$ cat config.mk
export PLATFORM = sky130hd
export DESIGN_NAME = dmi_cfg
export DESIGN_NICKNAME = d
export VERILOG_FILES = /design/src/hw/rtl/dmi_pkg.sv /design/src/hw/rtl/dmi_cfg.sv
export SDC_FILE = /design/constraint.sdc
export NUM_CORES = 1
export LEC_CHECK = 0
export ABC_AREA = 1
export BUFFER_PORTS_ARGS = -buffer_cell sky130_fd_sc_hd__buf_2
export CAP_MARGIN = 20
export CELL_PAD_IN_SITES_DETAIL_PLACEMENT = 1
export CELL_PAD_IN_SITES_GLOBAL_PLACEMENT = 1
export CORE_UTILIZATION = 30
export CTS_BUF_LIST = sky130_fd_sc_hd__clkbuf_16
export DETAILED_ROUTE_END_ITERATION = 10
export HOLD_SLACK_MARGIN = 0.03
export PLACE_DENSITY = 0.76
export SETUP_SLACK_MARGIN = 0.5
export SLEW_MARGIN = 30
export SYNTH_ARGS = -nofsm -noshare
export SYNTH_HDL_FRONTEND = slang
export SYNTH_SLANG_ARGS = --single-unit
$ cat constraint.sdc
create_clock -name clk_i -period 2 [get_ports clk_i]
set_clock_uncertainty 0.05 [all_clocks]
set_input_delay 0.2 -clock clk_i [delete_from_list [all_inputs] [get_ports clk_i]]
set_output_delay 0.2 -clock clk_i [all_outputs]
set_load 0.01 [all_outputs]
$ cat src/hw/rtl/dmi_pkg.sv
// Shared types and constants of the disparity map inverter.
`default_nettype none

package dmi_pkg;

  // Fixed field widths.
  localparam int unsigned KIND_W = 2;
  localparam int unsigned SRC_W  = 12;
  localparam int unsigned DISP_W = 16;
  localparam int unsigned RD_W   = 8;
  localparam int unsigned VAL_W  = 13;
  localparam int unsigned CNT_W  = 24;
  localparam int unsigned CFG_IDX_W  = 3;
  localparam int unsigned CFG_DATA_W = 10;
  localparam int unsigned SIZE_W = 9;
  localparam int unsigned OFS_W  = 10;
  // Wide enough for any map dimension up to 4096 and for 4096 itself.
  localparam int unsigned DIM_W  = 13;

  localparam logic [CNT_W-1:0] CNT_MAX = {CNT_W{1'b1}};

  typedef logic [DIM_W-1:0] dim_t;

  // Configuration register indexes.
  typedef enum logic [CFG_IDX_W-1:0] {
    CFG_OUT_LINES   = 3'd0,
    CFG_OUT_SAMPLES = 3'd1,
    CFG_FILL_EN     = 3'd2,
    CFG_SAMPLE_OFS  = 3'd3,
    CFG_LINE_OFS    = 3'd4
  } cfg_idx_e;

  // Item kinds.
  typedef enum logic [KIND_W-1:0] {
    KIND_START = 2'd0,
    KIND_PIXEL = 2'd1,
    KIND_READ  = 2'd2
  } kind_e;

  // Control states.
  typedef enum logic [1:0] {
    ST_IDLE,
    ST_READ,
    ST_CLEAR
  } state_e;

  // Effective configuration seen by the datapath.
  typedef struct packed {
    dim_t                     lines;
    dim_t                     samples;
    logic                     fill_en;
    logic signed [OFS_W-1:0]  sample_ofs;
    logic signed [OFS_W-1:0]  line_ofs;
  } cfg_t;

  // One word of the output map store: written mark plus both bands.
  typedef struct packed {
    logic             mark;
    logic [VAL_W-1:0] line_val;
    logic [VAL_W-1:0] sample_val;
  } entry_t;

  // Read request held while the store access is in flight.
  typedef struct packed {
    logic             in_map;
    logic             fill_en;
    logic [VAL_W-1:0] fill_line;
    logic [VAL_W-1:0] fill_sample;
  } rd_req_t;

endpackage

`default_nettype wire

$ cat src/hw/rtl/dmi_cfg.sv
// Configuration registers and effective map sizes.
`default_nettype none

module dmi_cfg
  import dmi_pkg::*;
#(
  parameter int unsigned MAX_OUT_LINES   = 256,
  parameter int unsigned MAX_OUT_SAMPLES = 256
) (
  input  wire logic                  clk_i,
  input  wire logic                  rst_ni,
  input  wire logic                  cfg_we_i,
  input  wire logic [CFG_IDX_W-1:0]  cfg_idx_i,
  input  wire logic [CFG_DATA_W-1:0] cfg_wdata_i,
  output cfg_t                       cfg_o
);

  logic [SIZE_W-1:0]       lines_q, samples_q;
  logic                    fill_q;
  logic signed [OFS_W-1:0] sample_ofs_q, line_ofs_q;

  // Register writes; unknown indexes are dropped.
  always_ff @(posedge clk_i or negedge rst_ni) begin
    if (!rst_ni) begin
      lines_q      <= SIZE_W'(256);
      samples_q    <= SIZE_W'(256);
      fill_q       <= 1'b0;
      sample_ofs_q <= '0;
      line_ofs_q   <= '0;
    end else if (cfg_we_i) begin
      case (cfg_idx_i)
        CFG_OUT_LINES:   lines_q      <= cfg_wdata_i[SIZE_W-1:0];
        CFG_OUT_SAMPLES: samples_q    <= cfg_wdata_i[SIZE_W-1:0];
        CFG_FILL_EN:     fill_q       <= cfg_wdata_i[0];
        CFG_SAMPLE_OFS:  sample_ofs_q <= $signed(cfg_wdata_i[OFS_W-1:0]);
        CFG_LINE_OFS:    line_ofs_q   <= $signed(cfg_wdata_i[OFS_W-1:0]);
        default: ;
      endcase
    end
  end

  // Sizes are clamped to the range 1 .. maximum.
  always_comb begin
    dim_t lines_ext, samples_ext;
    lines_ext   = dim_t'(lines_q);
    samples_ext = dim_t'(samples_q);
    if (lines_q == '0) begin
      cfg_o.lines = dim_t'(1);
    end else if (lines_ext > dim_t'(MAX_OUT_LINES)) begin
      cfg_o.lines = dim_t'(MAX_OUT_LINES);
    end else begin
      cfg_o.lines = lines_ext;
    end
    if (samples_q == '0) begin
      cfg_o.samples = dim_t'(1);
    end else if (samples_ext > dim_t'(MAX_OUT_SAMPLES)) begin
      cfg_o.samples = dim_t'(MAX_OUT_SAMPLES);
    end else begin
      cfg_o.samples = samples_ext;
    end
    cfg_o.fill_en    = fill_q;
    cfg_o.sample_ofs = sample_ofs_q;
    cfg_o.line_ofs   = line_ofs_q;
  end

endmodule

`default_nettype wire

* Yosys cells after proc, flatten, opt, wreduce, memory -nomap -nowiden *
Cells that the tools add are included.

word-level totals
  flip-flop bits (word level) = 39
  input port bits = 16
  logic and storage cells = 23
  output and inout bits = 47

operators by class
  equality and inequality tests = 4
  $lt $le $gt $ge = 2
  multiplexer cells = 4
  reduce and logical (&&, ||, !) cells = 8

operators with widths
  cell                                           count
  two-way mux 9 bit                              4
  > comparator 9 bit, second input constant      2
  logical NOT 9 bit                              2
  AND reduction 2 bit                            5
  == test 3 x 2 -> 1 bit, second input constant  2
  == test 3 x 1 -> 1 bit, second input constant  1
  == test 3 bit, second input constant           1
  logical NOT 3 bit                              1

* Longest topological paths before layout *
Gate-level depths: netlist of run 1.

  depth in word-level cells = 3
  gate-level depth with buffers = 6

* Worst setup path after synthesis of run 1 *
OpenSTA, ideal clock, no wires.

  path type = register -> output
  from = register lines_q[4]
  to = output port cfg_o[35] (netlist bit)
  data required time = 1.750 ns
  cell stages (with the launch flop) = 6
  arrival time = 1.027 ns
  slack = 0.723 ns
  cells stage by stage = dfrtp_1 -> nor2_1 -> nand2_1 -> o21ai_0 -> inv_1 -> nor2_1

RTL lines
  item                    RTL line       source
  start, declared         dmi_cfg.sv:18  logic [SIZE_W-1:0] lines_q, samples_q;
  start signal, assigned  dmi_cfg.sv:32  CFG_OUT_LINES: lines_q <= cfg_wdata_i[SIZE_W-1:0];
  end, declared           dmi_cfg.sv:15  output cfg_t cfg_o

==> metrics.txt, run 1 <==
synthesis-to-layout area growth=29.5%; leakage=approximately 1.3 nW; Starting DRT DRC Count=43; fin nets=282; post-route clock period utilization=between 80% and 90%; Worst EP required=between 1500 and 2000 ps; CP Data Arrival Time=about 1400 ps; Fillers=approximately 700; most common cell after layout, fill and taps aside=buf_2; worst-path cell chain=nor2_1, nand2_1, o21ai_2, inv_2, nor2_2, buf_2; PwrDens=1050 nW/um^2; register area=roughly 980 sq um; die extent in y=just under 80 microns; final setup fails=0; n_diodes=0; Reg clk slew, reported paths=roughly 60 ps; I/O pin total=63; fmax=about 0.60 GHz; Die Width=around 79 microns; peak supply drop=approximately 0.00053 V; Post-Syn Area=between 1500 and 2000 sq um; placed cell area=around 2100 sq um; CP max stage cell=dfrtp_1; max-cap viol count=0; fraction of layout cells with a size suffix above 1=a little under two fifths; initial core utilization=between 30% and 40%; die area=between 6000 and 7000 sq um; met1 WL=between 1500 and 2000 microns; GP Congestion=around 0.74; final setup TNS=0 ps; Post-Synth XOR/XNOR Area=0%; post-synthesis mux area share=0%; cts bufs inserted=5; register area share after synthesis=~54%; DR pass1 iterations=3; WL met3=259 microns; synthesis-stage register bit count=39; CP peak stage delay=400 ps; # port buffers=54; reg2reg path depth=3; unrepaired setup endpoints after global routing=yes; pin count of the biggest net entering global routing=40; Max Used Layer=met4; Hold EP=sample_ofs_q[9]; final instance area=about 2300 sq um; DR WL met2=approximately 2200 microns; hpwl dp=3170 microns; most frequent cells in the layout=54 x buf_2, 47 x nand2_1, 37 x dfrtp_1; first-pass GRT wire length=between 7000 and 8000 microns; synthesized instance count=slightly above 200; largest family of logic cells by synthesized area=simple AND/OR/NAND/NOR gates; Ys Warns=0; Rows=27; worst-skew pair later-pin latency=280 ps; GRT Util Overall=approximately 16%; via-per-instance ratio=about 4.3; vias in the first global route=roughly 1400; Vias=about 1500; H-Tree Depth=2; CP endpoint kind=output port; TritonCTS clock tree=yes; Root Driver=clkbuf_16; setup slack, reg-to-reg=between 1000 and 1500 ps; Clock Tree Buf Depth=2; routed wire length=approximately 4500 microns; DRC viols=0; critical path type=flop to output port; Hold Crit Class=primary input to flop; Synth Area in Simple Gates=around a fifth; Mean Syn Cell Area=between 8 and 9 sq um; critical hold path startpoint=cfg_wdata_i[9]; Core Area=~5600 sq um; worst-margin pin slew=597 ps; fin. max-slew vios=0; Compound-Gate Fraction of Synth Area=about 14%; footprint of the multi-input gates=~650 sq um; Antenna Violating Nets Remaining=0; worst reg2reg path startpoint=lines_q[1]; Hold Path Depth=3; crit-path max FO=7; WL/cell=between 10 and 15 microns; final hold vios=0; status=completed; gr ovfl total=0; initial antenna violation count=0; crit path launch type=flop; fin crit period=1670 ps; reg-to-reg endpoint=lines_q[1]; Max-Slew Margin vs Limit=between 60% and 70%; Distinct cells, synth=20; CTS sink cnt=39; Adder-Cell Fraction of Synth Area=0%
[routing by layer]
metal / global-route usage [%] / vias to the layer above
li1: - / 734
met1: 19.7 / 693
met2: 25.2 / 39
met3: 5.29 / 8
met4: 4.91 / 0
met5: 0 / -
[registers in the layout, indices dropped and copies added (netlist names)]
| signal | flops |
|---|---|
| lines_q | 9 |
| samples_q | 9 |
| sample_ofs_q | 10 |
| fill_q | 1 |
| line_ofs_q | 10 |
[layout make-up]
type	count	area share, %
multi-input cells	128	28.1
inverters	28	4.52
repair buffers	64	15.5
well taps	72	3.88
clock buffers	5	5.38
flip-flops and latches	39	42.1
clock inverters	3	0.538
[worst max-delay path: cells and delay by family (launching register included)]
kind	cells	cell delay (ps)
DFF	1	400
and+or+nand+nor	3	310
buffers and inverters	2	250
AOI/OAI and AO/OA	1	180
[metrics by stage]
stage	util [%]	setup slack, ps	hold WS [ps]	power, mW	instances
after floorplan	-	723	-146	1.40	212
after global placement	36.9	579	136	1.62	323
after detailed placement	36.9	526	138	1.65	323
after CTS	40.6	372	124	2.45	337
after global routing	41.2	219	165	2.62	339
final	41.2	331	127	2.45	339
[how the worst max path moves through the flow]
stage               startpoint   endpoint  slack [ps]
floorplan           lines_q[4]  cfg_o[35]         720
global placement    lines_q[2]  cfg_o[35]         580
detailed placement  lines_q[6]  cfg_o[36]         530
CTS                 lines_q[2]  cfg_o[38]         370
global route        lines_q[7]  cfg_o[35]         220
finish              lines_q[7]  cfg_o[38]         330
[kinds of logic after synthesis]
| kind of cell | Yosys count |
|---|---|
| simple gates | 80 |
| other cells | 1 |
| buf+inv | 45 |
| compound gates | 40 |
| flops | 39 |
[synthesized netlist by cell type]
| master | n | share of area [%] |
|---|---|---|
| buf_2 | 1 | 0.28 |
| buf_4 | 10 | 4.2 |
| buf_6 | 3 | 1.9 |
| clkbuf_1 | 2 | 0.42 |
| clkbuf_2 | 1 | 0.28 |
| conb_1 | 1 | 0.21 |
| dfrtp_1 | 37 | 52 |
| dfstp_2 | 2 | 2.9 |
| inv_1 | 28 | 5.9 |
| nand2_1 | 48 | 10 |
| nand2_2 | 1 | 0.35 |
| nand3_1 | 3 | 0.84 |
| nand3b_1 | 1 | 0.42 |
| nand3b_4 | 1 | 1.1 |
| nor2_1 | 24 | 5.0 |
| nor2_2 | 1 | 0.35 |
| nor2_4 | 1 | 0.63 |
| o21ai_0 | 12 | 3.3 |
| o21ai_1 | 16 | 4.5 |
| o21ai_2 | 12 | 5.9 |
[report_power, final]
part           internal (mW)  leakage (nW)  switching [mW]
registers              0.944         0.486          0.0903
clock network          0.450        0.0762           0.291
logic                  0.283         0.713           0.391
[timing repair]
| item | in CTS | in global routing |
|---|---|---|
| pin swaps | 5 | 9 |
| hold endpoints to repair | 37 | 0 |
| gates cloned | 0 | 0 |
| gates resized for setup | 10 | 6 |
| hold buffers | 1 | 0 |
| endpoints found under the setup margin | 14 | 15 |
| buffers inserted | 5 | 2 |
Note: power is estimated with default switching activity, not from simulation.
==> run 2: changes to the inputs <==
Settings changed: PLACE_DENSITY 0.76 to 0.79.
Clock period 2 ns to 1.4 ns, I/O delays scaled along.
==> metrics.txt, run 2 (synthesis results as in run 1) <==
post-route clock period utilization=116%; I/O pin total=63 (unchanged); GRT Util Overall=15.9% (+0.30 points); crit path launch type=flop; placed cell area=2140 sq um (+2.7%); gr ovfl total=0 (unchanged); GP Congestion=0.686 (-7.4%); fin. max-slew vios=0 (unchanged); synthesis-to-layout area growth=42.0%; cts bufs inserted=5 (unchanged); pin count of the biggest net entering global routing=40 (unchanged); die area=6300 sq um (unchanged); max-cap viol count=0 (unchanged); Die Width=79.4 microns (unchanged); worst-skew pair later-pin latency=280 ps (about the same); most frequent cells in the layout=47 x buf_2, 42 x nand2_1, 37 x dfrtp_1; fmax=0.618 GHz; PwrDens=1550 nW/um^2 (+47%); final instance area=2550 sq um (+9.6%); critical path type=flop to output port; CP peak stage delay=390 ps (about the same); Starting DRT DRC Count=54 (+26%); peak supply drop=0.000650 V (+22%); Vias=1536 (+4.2%); unrepaired setup endpoints after global routing=yes; final hold vios=0 (unchanged); register area=978 sq um (unchanged); DR pass1 iterations=4 (+1); failing checks=setup timing; WL/cell=13.1 microns (-2.1%); fin nets=295 (+4.6%); leakage=1.36 nW (+6.7%); DRC viols=0 (unchanged); Hold Crit Class=primary input to flop; hpwl dp=3190 microns (+0.54%); Clock Tree Buf Depth=2 (unchanged); utilization after layout=45.2% (+4.0 points); CP Data Arrival Time=1430 ps (about the same); vias in the first global route=1535 (+6.3%); DP Cell Count=324 (+0.31%); footprint of the multi-input gates=687 sq um (+5.2%); first-pass GRT wire length=7440 microns (+2.4%); Rows=27 (unchanged); Fillers=670 (-4.6%); n_diodes=0 (unchanged); Worst EP required=1210 ps (-540 ps); initial core utilization=31.8% (unchanged); # port buffers=54 (unchanged); Root Driver=clkbuf_16; final setup fails=15 (+15); pre-CTS WS=98.9 ps (-428 ps); worst setup margin=-219 ps (-550 ps); status=complete, but fails checks; Regs by FF count=line_ofs_q (10), sample_ofs_q (10); worst-path cell chain=nor2_1, nand2_1, o21ai_2, inv_4, nor2_2, buf_2; H-Tree Depth=2 (unchanged); CTS sink cnt=39 (unchanged); CP max stage cell=dfrtp_1; fin cells=352 (+3.8%); fraction of layout cells with a size suffix above 1=45.0% (+7.5 points); final hold slack=76.5 ps (-50.4 ps); via-per-instance ratio=4.36 (+0.36%); CP endpoint kind=output port; initial antenna violation count=0 (unchanged); fin crit period=1620 ps; Core Area=5640 sq um (unchanged); die extent in y=79.4 microns (unchanged); final setup TNS=-2390 ps (-2390 ps); routed wire length=4620 microns (+1.6%); Power Total=3.95 mW (+61%); crit-path max FO=7 (unchanged); TritonCTS clock tree=yes; most common cell after layout, fill and taps aside=buf_2; Antenna Violating Nets Remaining=0 (unchanged); Reg clk slew, reported paths=60 ps (about the same)
run 2: changes by cell type in the layout (fill, tap and decap cells not counted), sizes merged:
| cell | delta |
|---|---|
| bufinv | +1 |
| clkinv | +1 |
| inv | -2 |
| buf | +13 |
run 2: worst paths after layout:
path	from	to	slack, ps	depth (start not counted)
worst max-delay path	lines_q[7]	cfg_o[40]	-220	6
worst min-delay path	cfg_wdata_i[9]	line_ofs_q[9]	80	3
worst max register to register	lines_q[7]	lines_q[7]	480	4
worst min register to register	line_ofs_q[0]	line_ofs_q[0]	430	2
max in group asynchronous	rst_ni	lines_q[8]	740	3
min in group asynchronous	rst_ni	samples_q[2]	310	3
run 2: area by class of cell:
type                            count  share of cell area, %
Inverter                           28                   4.22
Sequential cell                    39                   38.4
Clock buffer                        5                   4.91
Multi-Input combinational cell    128                   27.0
Tap cell                           72                   3.53
Clock inverter                      3                   1.72
Timing Repair Buffer               77                   20.3
run 2: layer usage:
metal / up-vias / global-route usage (%) / share of wire, %
li1: 757 / - / -
met1: 739 / 19.1 / 43
met2: 35 / 27.8 / 52
met3: 5 / 3.45 / 4.2
met4: 0 / 6.00 / 1.2
met5: - / 0 / 0
run 2: power by group:
group / switching [mW] / internal, mW / total [mW]
combinational: 0.597 / 0.559 / 1.16
clock: 0.460 / 0.840 / 1.30
sequential: 0.146 / 1.35 / 1.49
total: 1.20 / 2.75 / 3.95
run 2: repair_timing:
| action | in CTS | in global routing |
|---|---|---|
| setup endpoints to repair | 39 | 40 |
| hold buffers | 1 | 0 |
| hold endpoints to repair | 39 | 0 |
| pin swaps | 4 | 7 |
| buffers inserted | 6 | 13 |
| gates resized for setup | 7 | 16 |
run 2: critical path: cells and delay by family (launching register included):
kind            cells  cell delay [ps]
simple gates        3              320
buf+inv             2              220
flops               1              390
compound gates      1              220
==> run 3: changes to the inputs <==
Settings changed: CELL_PAD_IN_SITES_DETAIL_PLACEMENT 1 to 0, CELL_PAD_IN_SITES_GLOBAL_PLACEMENT 1 to 2, CORE_ASPECT_RATIO from default to 0.5, CORE_UTILIZATION 30 to 25, PLACE_DENSITY 0.79 to 0.82.
==> metrics.txt, run 3 (synthesis results as in run 1) <==
first-pass GRT wire length=6450 microns (-13%); PwrDens=1540 nW/um^2 (-0.71%); CP peak stage delay=380 ps (about the same); NetSw=1.15 mW (-4.1%); unrepaired setup endpoints after global routing=yes; register area=978 sq um (unchanged); CP bufs+invs=2 (unchanged); routed wire length=4200 microns (-9.2%); worst setup margin=-169 ps (+50.3 ps); fin nets=290 (-1.7%); TritonCTS clock tree=yes; sequential power share=38.2% (+0.4 points); DR pass1 iterations=4 (unchanged); vias in the first global route=1303 (-15%); Antenna Violating Nets Remaining=0 (unchanged); clock share of power=32.8% (about the same); failing checks=hold timing, setup timing; CP max stage cell=dfrtp_1; Vias=1476 (-3.9%); final setup fails=15 (unchanged); status=complete, but fails checks; Starting DRT DRC Count=87 (+61%); max-cap viol count=0 (unchanged); final hold slack=-133 ps (-210 ps); I/O pin total=63 (unchanged); Core Area=6810 sq um (+21%); footprint of the multi-input gates=673 sq um (-2.0%); fmax=0.637 GHz (+3.2%); CP delay by family, top=simple AND/OR/NAND/NOR gates; DRC viols=0 (unchanged); die extent in y=61.9 microns (-22%); # port buffers=54 (unchanged); most frequent cells in the layout=44 x nand2_1, 43 x buf_2, 37 x dfrtp_1; synthesis-to-layout area growth=40.4%; pin count of the biggest net entering global routing=40 (unchanged); Worst EP required=1210 ps (about the same); final hold vios=37 (+37); via-per-instance ratio=4.02 (-7.8%); CP dominant cell by count=nor2_4; Die Width=122 microns (+54%); Comb pwr share=29.0% (-0.3 points); crit path launch type=flop; crit-path max FO=6 (-1); critical path type=flop to output port; internal power=2.73 mW (-0.77%); Rows=21 (-22%); post-route clock period utilization=112% (-3.6 points); Root Driver=clkbuf_16; final instance area=2520 sq um (-1.1%); fin cells=367 (+4.3%); n_diodes=0 (unchanged); worst-skew pair later-pin latency=270 ps (about the same); Regs by FF count=line_ofs_q (10), sample_ofs_q (10); sw frac=29.7% (-0.72 points); Clock Tree Buf Depth=2 (unchanged); leakage=1.33 nW (-2.1%); Reg clk slew, reported paths=60 ps (about the same); GP Congestion=0.726 (+5.8%); Hold Crit Class=primary input to asynchronous set/reset pin; CP endpoint kind=output port; CTS sink cnt=39 (unchanged); fin crit period=1570 ps (-50.3 ps); WL/cell=11.4 microns (-13%); initial core utilization=26.4% (-5.4 points); most common cell after layout, fill and taps aside=nand2_1; fraction of layout cells with a size suffix above 1=42.5% (-2.5 points); cts bufs inserted=5 (unchanged); GRT Util Overall=11.6% (-4.3 points); fin. max-slew vios=0 (unchanged); DP Cell Count=344 (+6.2%); hpwl dp=3030 microns (-5.0%); Fillers=717 (+7.0%); worst-path cell chain=inv_1, nand3_1, nor2_4, nor2_4, nor2_2, buf_2; CP Data Arrival Time=1380 ps (-50 ps); initial antenna violation count=0 (unchanged); H-Tree Depth=2 (unchanged); peak supply drop=0.000793 V (+22%); die area=7550 sq um (+20%); gr ovfl total=0 (unchanged); placed cell area=2150 sq um (+0.58%)
-- run 3: cell types whose count changed in the layout (fill, tap and decap cells not counted), sizes merged --
cell,change
buf,-4
dlygate4sd3,-1
-- run 3: repair_timing --
item | 4_1_cts | 5_1_grt
setup endpoints to repair | 39 | 40
buffers inserted | 13 | 2
pin swaps | 4 | 5
endpoints found under the hold margin | 37 | 37
resized for setup | 7 | 10
-- run 3: power groups by stage --
stage	Clock (mW)	Combinational, mW	Sequential [mW]
final	1.27	1.12	1.48
after detailed placement	0	0.900	1.51
after floorplan	0	0.538	1.53
after global placement	0	0.891	1.51
after CTS	1.31	1.07	1.48
after global routing	1.35	1.26	1.51
-- run 3: worst register-to-register path, cell delays in order, from the launching register on --
cell and delay, ps:
dfstp_2 540, buf_6 110, nand2_2 50, o21ai_2 60
-- run 3: metrics by stage --
stage / utilization [%] / setup TNS, ps / setup slack, ps / power [mW]
final: 37.0 / -1910 / -169 / 3.88
after global routing: 37.0 / -3040 / -241 / 4.12
after CTS: 36.1 / -1750 / -139 / 3.86
after detailed placement: 31.6 / 0 / 132 / 2.41
after global placement: 31.6 / 0 / 145 / 2.40
after floorplan: - / 0 / 284 / 2.07
-- run 3: final timing paths --
check | start | endpoint | slack [ps] | cells after the start
worst max-delay path | samples_q[6] | cfg_o[23] | -170 | 6
worst min-delay path | rst_ni | sample_ofs_q[0] | -130 | 2
worst max register to register | samples_q[8] | samples_q[8] | 530 | 3
worst min register to register | line_ofs_q[1] | line_ofs_q[1] | 430 | 2
max in group asynchronous | rst_ni | samples_q[8] | 1070 | 2
min in group clk_i | cfg_wdata_i[9] | sample_ofs_q[9] | 70 | 3
-- run 3: routing by layer --
layer,share of wire (%),routed length (microns),GRT usage (%)
met5,0,0,0
met4,1.0,43,4.76
met3,4.8,201,3.28
met2,46,1950,19.0
met1,48,2000,14.8
-- run 3: layout make-up --
| type | instances | share of cell area [%] |
|---|---|---|
| clock buffers | 5 | 4.96 |
| clock inverters | 3 | 1.74 |
| inverters | 28 | 4.27 |
| multi-input cells | 128 | 26.7 |
| flip-flops and latches | 39 | 38.8 |
| well taps | 92 | 4.57 |
| repair buffers | 72 | 19.0 |
